**src/rtl/assert_macros.svh**
```systemverilog
// assert_macros.svh: assertion shorthands shared by the halftoner RTL.
// Needs a clock named clk and an active-high reset named rst in scope.
`ifndef ASSERT_MACROS_SVH
`define ASSERT_MACROS_SVH

// Checked on every edge outside reset.
`define ASSERT_CLK(label, prop, msg) \
  label: assert property (@(posedge clk) disable iff (rst) prop) else $error(msg);

// Checked on every edge, reset included.
`define ASSERT_ALWAYS(label, prop, msg) \
  label: assert property (@(posedge clk) prop) else $error(msg);

`endif

```
**src/rtl/edh_pkg.sv**
```systemverilog
// edh_pkg: types, constants and arithmetic helpers of the error diffusion halftoner.
// No dependencies; used by edh_core, error_diffusion_halftone and the testbench.
package edh_pkg;

  localparam int PIX_W     = 8;
  localparam int DIM_W     = 11;
  localparam int ROW_W     = 10;
  localparam int ERR_W     = 10;
  localparam int RAW_W     = 11;
  localparam int WIDE_W    = 13;
  localparam int CFG_IDX_W = 2;

  // Register indexes of the configuration port
  localparam logic [CFG_IDX_W-1:0] REG_THRESHOLD = 2'd0;
  localparam logic [CFG_IDX_W-1:0] REG_WIDTH     = 2'd1;
  localparam logic [CFG_IDX_W-1:0] REG_HEIGHT    = 2'd2;

  // Reset values and limits
  localparam logic [PIX_W-1:0] THRESHOLD_RST = 8'd128;
  localparam logic [DIM_W-1:0] WIDTH_RST     = 11'd1024;
  localparam logic [DIM_W-1:0] HEIGHT_RST    = 11'd1024;
  localparam logic [DIM_W-1:0] HEIGHT_LIMIT  = 11'd1024;
  localparam logic [DIM_W-1:0] DIM_MIN       = 11'd2;

  localparam logic [PIX_W-1:0] PIX_WHITE = 8'd255;
  localparam logic [PIX_W-1:0] PIX_BLACK = 8'd0;

  // Diffusion weights in sixteenths
  localparam logic [2:0] K_RIGHT      = 3'd7;
  localparam logic [2:0] K_DOWN_LEFT  = 3'd3;
  localparam logic [2:0] K_DOWN       = 3'd5;
  localparam logic [2:0] K_DOWN_RIGHT = 3'd1;

  typedef logic signed [ERR_W-1:0] err_val_t;

  localparam err_val_t ERR_MAX  = 10'sd511;
  localparam err_val_t ERR_MIN  = -10'sd512;
  localparam err_val_t ERR_ZERO = 10'sd0;

  // Error state carried from one pixel to the next
  typedef struct packed {
    err_val_t right_carry;
    err_val_t pend_prev;
    err_val_t pend_cur;
  } err_state_t;

  // Position flags of a pixel in the raster
  typedef struct packed {
    logic last_col;
    logic last_row;
  } pos_t;

  // Saturate to 10-bit signed
  function automatic err_val_t sat10(input logic signed [WIDE_W-1:0] v);
    err_val_t r;
    if (v > WIDE_W'(ERR_MAX)) r = ERR_MAX;
    else if (v < WIDE_W'(ERR_MIN)) r = ERR_MIN;
    else r = ERR_W'(v);
    return r;
  endfunction

  // k/16 of e, truncated toward zero
  function automatic err_val_t share(input logic signed [RAW_W-1:0] e, input logic [2:0] k);
    logic [RAW_W-1:0]  mag;
    logic [WIDE_W-1:0] prod;
    err_val_t          q;
    mag  = e[RAW_W-1] ? RAW_W'(-e) : RAW_W'(e);
    prod = WIDE_W'(mag) * WIDE_W'(k);
    q    = $signed(ERR_W'(prod >> 4));
    return e[RAW_W-1] ? -q : q;
  endfunction

endpackage

```
**src/rtl/edh_core.sv**
```systemverilog
// edh_core: per-pixel threshold and error split of the halftoner.
// Uses edh_pkg; instantiated by error_diffusion_halftone.
module edh_core (
  input  logic [edh_pkg::PIX_W-1:0] pixel,
  input  edh_pkg::err_val_t         row_err,
  input  edh_pkg::err_state_t       err_in,
  input  logic [edh_pkg::PIX_W-1:0] threshold,
  input  edh_pkg::pos_t             pos,
  output logic                      white,
  output edh_pkg::err_state_t       err_next,
  output edh_pkg::err_val_t         left_data,
  output edh_pkg::err_val_t         below_data
);

  logic signed [edh_pkg::WIDE_W-1:0] sum;
  edh_pkg::err_val_t                 value;
  logic signed [edh_pkg::RAW_W-1:0]  err;
  edh_pkg::err_val_t                 sh_right, sh_dl, sh_down, sh_dr;

  // Working value and threshold
  always_comb begin
    sum   = $signed({5'b00000, pixel}) + edh_pkg::WIDE_W'(err_in.right_carry)
            + edh_pkg::WIDE_W'(row_err);
    value = edh_pkg::sat10(sum);
    white = value > $signed({2'b00, threshold});
    err   = white ? edh_pkg::RAW_W'(value) - 11'sd255 : edh_pkg::RAW_W'(value);
  end

  // Error shares
  always_comb begin
    sh_right   = edh_pkg::share(err, edh_pkg::K_RIGHT);
    sh_dl      = edh_pkg::share(err, edh_pkg::K_DOWN_LEFT);
    sh_down    = edh_pkg::share(err, edh_pkg::K_DOWN);
    sh_dr      = edh_pkg::share(err, edh_pkg::K_DOWN_RIGHT);
    left_data  = edh_pkg::sat10(edh_pkg::WIDE_W'(err_in.pend_prev) + edh_pkg::WIDE_W'(sh_dl));
    below_data = edh_pkg::sat10(edh_pkg::WIDE_W'(err_in.pend_cur) + edh_pkg::WIDE_W'(sh_down));
  end

  // Carried state for the next pixel
  always_comb begin
    err_next.right_carry = pos.last_col ? edh_pkg::ERR_ZERO
                                        : edh_pkg::sat10(edh_pkg::WIDE_W'(sh_right));
    if (pos.last_row || pos.last_col) begin
      err_next.pend_prev = edh_pkg::ERR_ZERO;
      err_next.pend_cur  = edh_pkg::ERR_ZERO;
    end else begin
      err_next.pend_prev = below_data;
      err_next.pend_cur  = sh_dr;
    end
  end

endmodule

```
**config.mk**
```make
export PLATFORM = sky130hd
export DESIGN_NAME = edh_core
export DESIGN_NICKNAME = d
export VERILOG_FILES = /design/src/rtl/assert_macros.svh /design/src/rtl/edh_pkg.sv /design/src/rtl/edh_core.sv
export SDC_FILE = /design/constraint.sdc
export NUM_CORES = 1
export LEC_CHECK = 0
export BUFFER_PORTS_ARGS = -buffer_cell sky130_fd_sc_hd__buf_2
export CAP_MARGIN = 40
export CELL_PAD_IN_SITES_DETAIL_PLACEMENT = 1
export CELL_PAD_IN_SITES_GLOBAL_PLACEMENT = 2
export CORE_MARGIN = 1
export CORE_UTILIZATION = 36
export DETAILED_ROUTE_END_ITERATION = 6
export PLACE_DENSITY = 0.88
export SETUP_SLACK_MARGIN = 0.4
export SLEW_MARGIN = 25
export SYNTH_ARGS = -nofsm -noshare
export SYNTH_HDL_FRONTEND = slang
export SYNTH_SLANG_ARGS = --single-unit
```
**constraint.sdc**
```tcl
create_clock -name vclk -period 58.3
set_input_delay 17.49 -clock vclk [all_inputs]
set_output_delay 17.49 -clock vclk [all_outputs]
set_load 0.02 [all_outputs]
```
# --- After elaboration in Yosys (flattened, before gate mapping) ---
# Index checks and enable logic that the tools add are counted.
classes:
  addsub: 10
  mul: 3
  order_cmp: 9
  n_mux: 16
  n_reduce_logical: 1
ops:
  columns: ["operator", "n"]
  rows:
  - ["10-bit two-way mux", 13]
  - ["9-bit negator with 10-bit output", 3]
  - ["11-bit by 3-bit multiplier with 13-bit output (second input constant)", 2]
  - ["10-bit by 10-bit adder with 11-bit output", 2]
  - ["11-bit by 10-bit greater-than comparator with 1-bit output (second input constant)", 2]
  - ["11-bit by 10-bit less-than comparator with 1-bit output (second input constant)", 2]
  - ["11-bit two-way mux", 2]
  - ["20-bit two-way mux", 1]
  - ["11-bit by 2-bit multiplier with 13-bit output (second input constant)", 1]
  - ["11-bit by 10-bit adder with 12-bit output", 1]
  - ["12-bit by 10-bit greater-than comparator with 1-bit output (second input constant)", 1]
  - ["12-bit by 10-bit less-than comparator with 1-bit output (second input constant)", 1]
  - ["9-bit by 10-bit adder with 11-bit output", 1]
  - ["11-bit negator", 1]
  - ["10-bit by 9-bit subtractor with 11-bit output (second input constant)", 1]
  - ["10-bit greater-than comparator (second input constant)", 1]
  - ["10-bit by 9-bit greater-than comparator with 1-bit output", 1]
  - ["10-bit less-than comparator (second input constant)", 1]
  - ["7-bit negator with 10-bit output", 1]
  - ["1-bit logical OR", 1]
totals:
  ff_bits: 0
  elab_cells: 39

# --- Depth between registers and ports, before layout ---
# Gate-level depths: netlist of run 1.
depth:
  depth_word: 17
  mapped_depth: 52

# --- Worst setup path before layout of run 1 ---
# Ideal clock, no wire load.
synth_path:
  kind: "in2out"
  from: "input pixel[1] in the netlist's numbering"
  to: "output err_next[12] in the netlist's numbering"
  t_arrival_ps: 27779
  required_ps: 40810
  setup_slack_ps: 13031
  cell_stages: 49
  path_buffers: 0
  cell_sequence: "inv_1 -> fa_1 -> inv_1 -> ha_1 -> inv_1 -> fa_1 -> nand2b_1 -> a211o_1 -> a21boi_4 -> a221o_2 -> a21oi_2 -> o21ai_0 -> inv_1 -> ha_1 -> nand4_1 -> o22a_1 -> o211ai_1 -> or2b_1 -> [... 13 more ...] -> a21oi_1 -> o21ai_0 -> a31oi_1 -> o21ai_0 -> a311oi_2 -> a211oi_1 -> a21oi_1 -> xnor2_1 -> ha_1 -> nand2_1 -> o21ai_0 -> a21oi_1 -> o21bai_1 -> nand2_1 -> a31oi_1 -> nor2_1 -> o21ai_0 -> nor3b_1"
synth_rtl:
  columns: ["item", "line", "source"]
  rows:
  - ["from (decl)", "edh_core.sv:4", "input logic [edh_pkg::PIX_W-1:0] pixel,"]
  - ["to (decl)", "edh_core.sv:10", "output edh_pkg::err_state_t err_next,"]

==> results of run 1 <==
## through the flow
step	hold slack, ps	setup WS, ps	instances	util (%)
after floorplan	35060	13030	694	-
after global placement	35250	12460	971	42.4
after detailed placement	35250	11650	971	42.4
after CTS	35250	11600	971	42.4
after global routing	35270	10300	972	42.4
final	35250	11500	972	42.4
## per-layer routing
layer | up-vias | part of all wire [%]
li1 | 2676 | -
met1 | 2634 | 47
met2 | 60 | 51
met3 | 4 | 1.4
met4 | 0 | 0.32
met5 | - | 0
## layout make-up
class | count | share of cell area [%]
repair buffers | 113 | 9.74
multi-input cells | 616 | 82.4
inverters | 63 | 4.02
well taps | 180 | 3.81
## path summary, 6_finish.rpt
check                 from            to  slack [ps]  depth (start not counted)
setup / recovery  pixel[1]  err_next[12]       11500                         51
hold / removal      pos[0]  err_next[12]       35250                          3
## worst max-delay path: cells and delay by family
family          cells  cell delay, ps
simple gates        9            1760
buf+inv             8            1030
compound gates     24            5830
xor+xnor            2             590
fa+ha+maj           8            2580
## cell usage in the layout (no fill, tap or decap), types with 12 or more instances in the layout
| cell | instances |
|---|---|
| o21ai_0 | 37 |
| a31oi_1 | 12 |
| xor2_1 | 16 |
| nor2b_1 | 15 |
| fa_1 | 22 |
| buf_2 | 109 |
| ha_1 | 89 |
| inv_1 | 62 |
| xnor2_1 | 55 |
| a21oi_1 | 70 |
| a21o_1 | 18 |
| nor2_1 | 58 |
| nand2_1 | 43 |
| nand3_1 | 13 |
| o21bai_1 | 12 |
## cells by family (layout without fill, tap and decap cells)
kind of cell / Yosys count / after routing / synth area share, %
fa+ha+maj: 111 / 111 / 30.1
simple gates: 187 / 187 / 18.2
xor+xnor: 73 / 73 / 12.7
mux: 3 / 3 / 0.629
buf+inv: 78 / 176 / 6.22
other cells: 2 / 7 / 0.145
compound gates: 235 / 235 / 32.1
==> metrics.csv, run 1 <==
stage,metric,value,unit
routing,routed len/inst,16.7,um
timing,RSZ-0062 raised after global routing,no,
logic_synthesis,post-synthesis instance total,689,
placed_design,Port Buf Inserts,109,
logic_synthesis,synth top area cells,"ha_1 (22%), xnor2_1 (9.3%), fa_1 (8.5%)",
worst_setup_path,crit-path max cell delay,490,ps
cells_and_area,share of cells above drive strength 1,20.6,%
routing,Total Routed Length,16300,um
cells_and_area,Storage cell area,0,um2
routing,DR vias/cell,5.53,
min_path,worst hold path type,primary input to output pin,
global_route,Global Route met3 Usage,0.0468,%
outcome,run status,"finished, final reports clean",
floorplanning,chip width,122,um
floorplanning,die height,122,um
routing,DRC,0,
timing,Final min period,46800,ps
logic_synthesis,Synth Area per Inst,7.51,um2
worst_setup_path,CP Class,primary input to output pin,
floorplanning,die area,0.0148,mm2
cells_and_area,fill count,1762,
worst_setup_path,"Arr. time, crit path",29310,ps
routing,DR iter-0 viols,185,
global_route,global routing's busiest layer,met2,
global_route,GRT Resource Usage Total,22.0,%
placed_design,dpl hpwl,14200,um
worst_setup_path,CP Max Fanout,11,
logic_synthesis,post-synth top area share,21.5,%
logic_synthesis,most frequent cell after synthesis,ha_1,
cells_and_area,antenna diode count,0,
logic_synthesis,"Seq/Total Area, Yosys",0,%
worst_setup_path,crit path capture type,output pin,
global_route,grt ovf,0,
worst_setup_path,Worst path slowest cell,o21ai_0,
global_route,GR Util met1,29.8,%
timing,final hold vios,0,
cells_and_area,Seq cells,0,
cts,cts hold-fix bufs,0,
run,max-cap viol count,0,
floorplanning,Rows,43,
routing,drt first pass iters,5,
timing,Slew headroom,44.3,%
cells_and_area,final-stage net count,963,
global_route,vias in the first global route,5475,
timing,"Setup violations, final",0,
logic_synthesis,Commonest cells post-synth,"ha_1 (89), a21oi_1 (70), inv_1 (62)",
worst_setup_path,critical path required time,40810,ps
worst_setup_path,Critical Path Source Type,primary input,
cells_and_area,post-route design area,0.00591,mm2
placed_design,routability cong.,0.895,
logic_synthesis,Synth area leader,ha_1,
worst_setup_path,Crit path top cell by count,o21ai_0,
cells_and_area,Synth-to-Final Area Change,14.3,%
floorplanning,total core area,0.0139,mm2
global_route,met2 usage,40.7,%
logic_synthesis,"Cell Area, Synth",0.00517,mm2
cells_and_area,multi-input logic area,0.00487,mm2
global_route,largest net degree at the start of global routing,29,
timing,top achievable clock speed,21.4,MHz
cts,# Post-CTS Setup Buffers,0,
global_route,first-pass GRT wire length,26700,um
routing,via count,5374,
timing,Slew @ Worst Pin,830,ps
timing,max-slew violations,0,
global_route,antenna violations before repair,0,
logic_synthesis,Netlist cell types,88,
routing,final antenna-violating net count,0,
cells_and_area,clock buffers,0,
floorplanning,Starting Density,37.1,%
logic_synthesis,synth warn,0,
floorplanning,# IOs,109,
cts,post-CTS resize count,0,
timing,final setup TNS,0,ps
timing,final worst-path cycle share,80.3,%
placed_design,Placed Area,0.00590,mm2
Power of run 1 is not shown: default switching activity piles up to over one toggle a cycle in this logic, so the estimate is an artifact.
==> inputs of run 2 (changes only) <==
--- a/config.mk
+++ b/config.mk
@@ -10,9 +10,9 @@
 export CELL_PAD_IN_SITES_DETAIL_PLACEMENT = 1
 export CELL_PAD_IN_SITES_GLOBAL_PLACEMENT = 2
 export CORE_MARGIN = 1
-export CORE_UTILIZATION = 36
+export CORE_UTILIZATION = 33
 export DETAILED_ROUTE_END_ITERATION = 6
-export PLACE_DENSITY = 0.88
+export PLACE_DENSITY = 0.82
 export SETUP_SLACK_MARGIN = 0.4
 export SLEW_MARGIN = 25
 export SYNTH_ARGS = -nofsm -noshare
==> constraint.sdc (replaced) <==
create_clock -name vclk -period 44.4
set_input_delay 13.32 -clock vclk [all_inputs]
set_output_delay 13.32 -clock vclk [all_outputs]
set_load 0.02 [all_outputs]
==> metrics.csv, run 2 (synthesized netlist as in run 1, its figures left out) <==
stage,metric,value,unit
min_path,hold path start,pos[0],
placed_design,routability cong.,0.867,
routing,DR vias/cell,5.31,
cts,# Post-CTS Setup Buffers,0,
placed_design,worst slack at placement,6080,ps
floorplanning,total core area,0.0153,mm2
timing,RSZ-0062 raised after global routing,no,
timing,Final WS setup,6070,ps
floorplanning,chip width,127,um
global_route,first-pass GRT wire length,26900,um
min_path,Hold Crit Depth,3,
cells_and_area,final-stage net count,964,
worst_setup_path,Critical path origin,pixel[1],
routing,DRC,0,
worst_setup_path,crit path capture type,output pin,
timing,Fin Hold WS,26910,ps
worst_setup_path,crit-path max cell delay,480,ps
global_route,largest net degree at the start of global routing,29,
worst_setup_path,CP Class,primary input to output pin,
worst_setup_path,CP Max Fanout,11,
floorplanning,# IOs,109,
routing,drt first pass iters,4,
worst_setup_path,critical path required time,31080,ps
worst_setup_path,"Arr. time, crit path",25010,ps
min_path,worst hold path type,primary input to output pin,
timing,final hold vios,0,
outcome,run status,"finished, final reports clean",
timing,Slew headroom,48.9,%
min_path,Hold Crit Endpoint,err_next[12],
timing,max-slew violations,0,
floorplanning,die height,127,um
run,max-cap viol count,0,
routing,routed len/inst,16.0,um
cells_and_area,share of cells above drive strength 1,20.7,%
floorplanning,Rows,45,
placed_design,Port Buf Inserts,109,
placed_design,dpl hpwl,14100,um
global_route,antenna violations before repair,0,
cts,cts hold-fix bufs,0,
routing,final antenna-violating net count,0,
floorplanning,Starting Density,33.9,%
global_route,grt ovf,0,
timing,final worst-path cycle share,86.3,%
timing,Final min period,38330,ps
timing,final setup TNS,0,ps
cells_and_area,clock buffers,0,
routing,via count,5331,
worst_setup_path,Worst path slowest cell,o21ai_0,
cells_and_area,multi-input logic area,0.00487,mm2
cells_and_area,"commonest non-fill, non-tap cell in the layout",buf_2,
cts,post-CTS resize count,0,
cells_and_area,antenna diode count,0,
timing,top achievable clock speed,26.1,MHz
global_route,GRT Resource Usage Total,19.9,%
cells_and_area,Storage cell area,0,um2
cells_and_area,most frequent cells in the layout,"buf_2 (109), ha_1 (89), a21oi_1 (70), inv_1 (62), nor2_1 (58)",
cells_and_area,Synth-to-Final Area Change,15.2,%
cells_and_area,Seq cells,0,
routing,DR iter-0 viols,172,
worst_setup_path,Critical Path Source Type,primary input,
routing,Total Routed Length,16100,um
floorplanning,die area,0.0162,mm2
timing,Slew @ Worst Pin,761,ps
timing,"Setup violations, final",0,
global_route,vias in the first global route,5605,
cells_and_area,fill count,1955,
==> run 2: cell count changes in the layout (fill, tap and decap cells not counted) <==
cell / previous run / this run
buf_4: 3 / 4
==> run 2: cell type report <==
class                           count  share of cell area [%]
Multi-Input combinational cell    616                    81.8
Tap cell                          211                    4.43
Timing Repair Buffer              114                    9.79
Inverter                           63                    3.99
==> run 2: metrics by stage <==
stage,utilization [%],cells,area (um2)
6_report,39.0,1004,5960
5_1_grt,39.0,1004,5960
4_1_cts,39.0,1003,5950
3_5_place_dp,39.0,1003,5950
3_3_place_gp,39.0,1003,5950
2_1_floorplan,-,694,5190
==> run 2: worst max path at each step <==
stage          slack (ps)      endpoint
6_report             6070  err_next[12]
2_1_floorplan        7470  err_next[12]
3_3_place_gp         6780  err_next[12]
5_1_grt              4970  err_next[12]
4_1_cts              6060  err_next[12]
3_5_place_dp         6080  err_next[12]
==> run 2: layer usage <==
metal,global-route usage [%],routed length [um]
met3,0.461,324
met4,0.630,29
met5,0,0
met1,26.3,7550
met2,37.8,8180
==> run 2: critical path, delay by kind of cell <==
kind            cells  cell delay, ps
xor+xnor            2             570
compound gates     23            5650
fa+ha+maj           8            2590
buf+inv             8            1000
simple gates       10            1850
Power of run 2 is left out for the same reason.
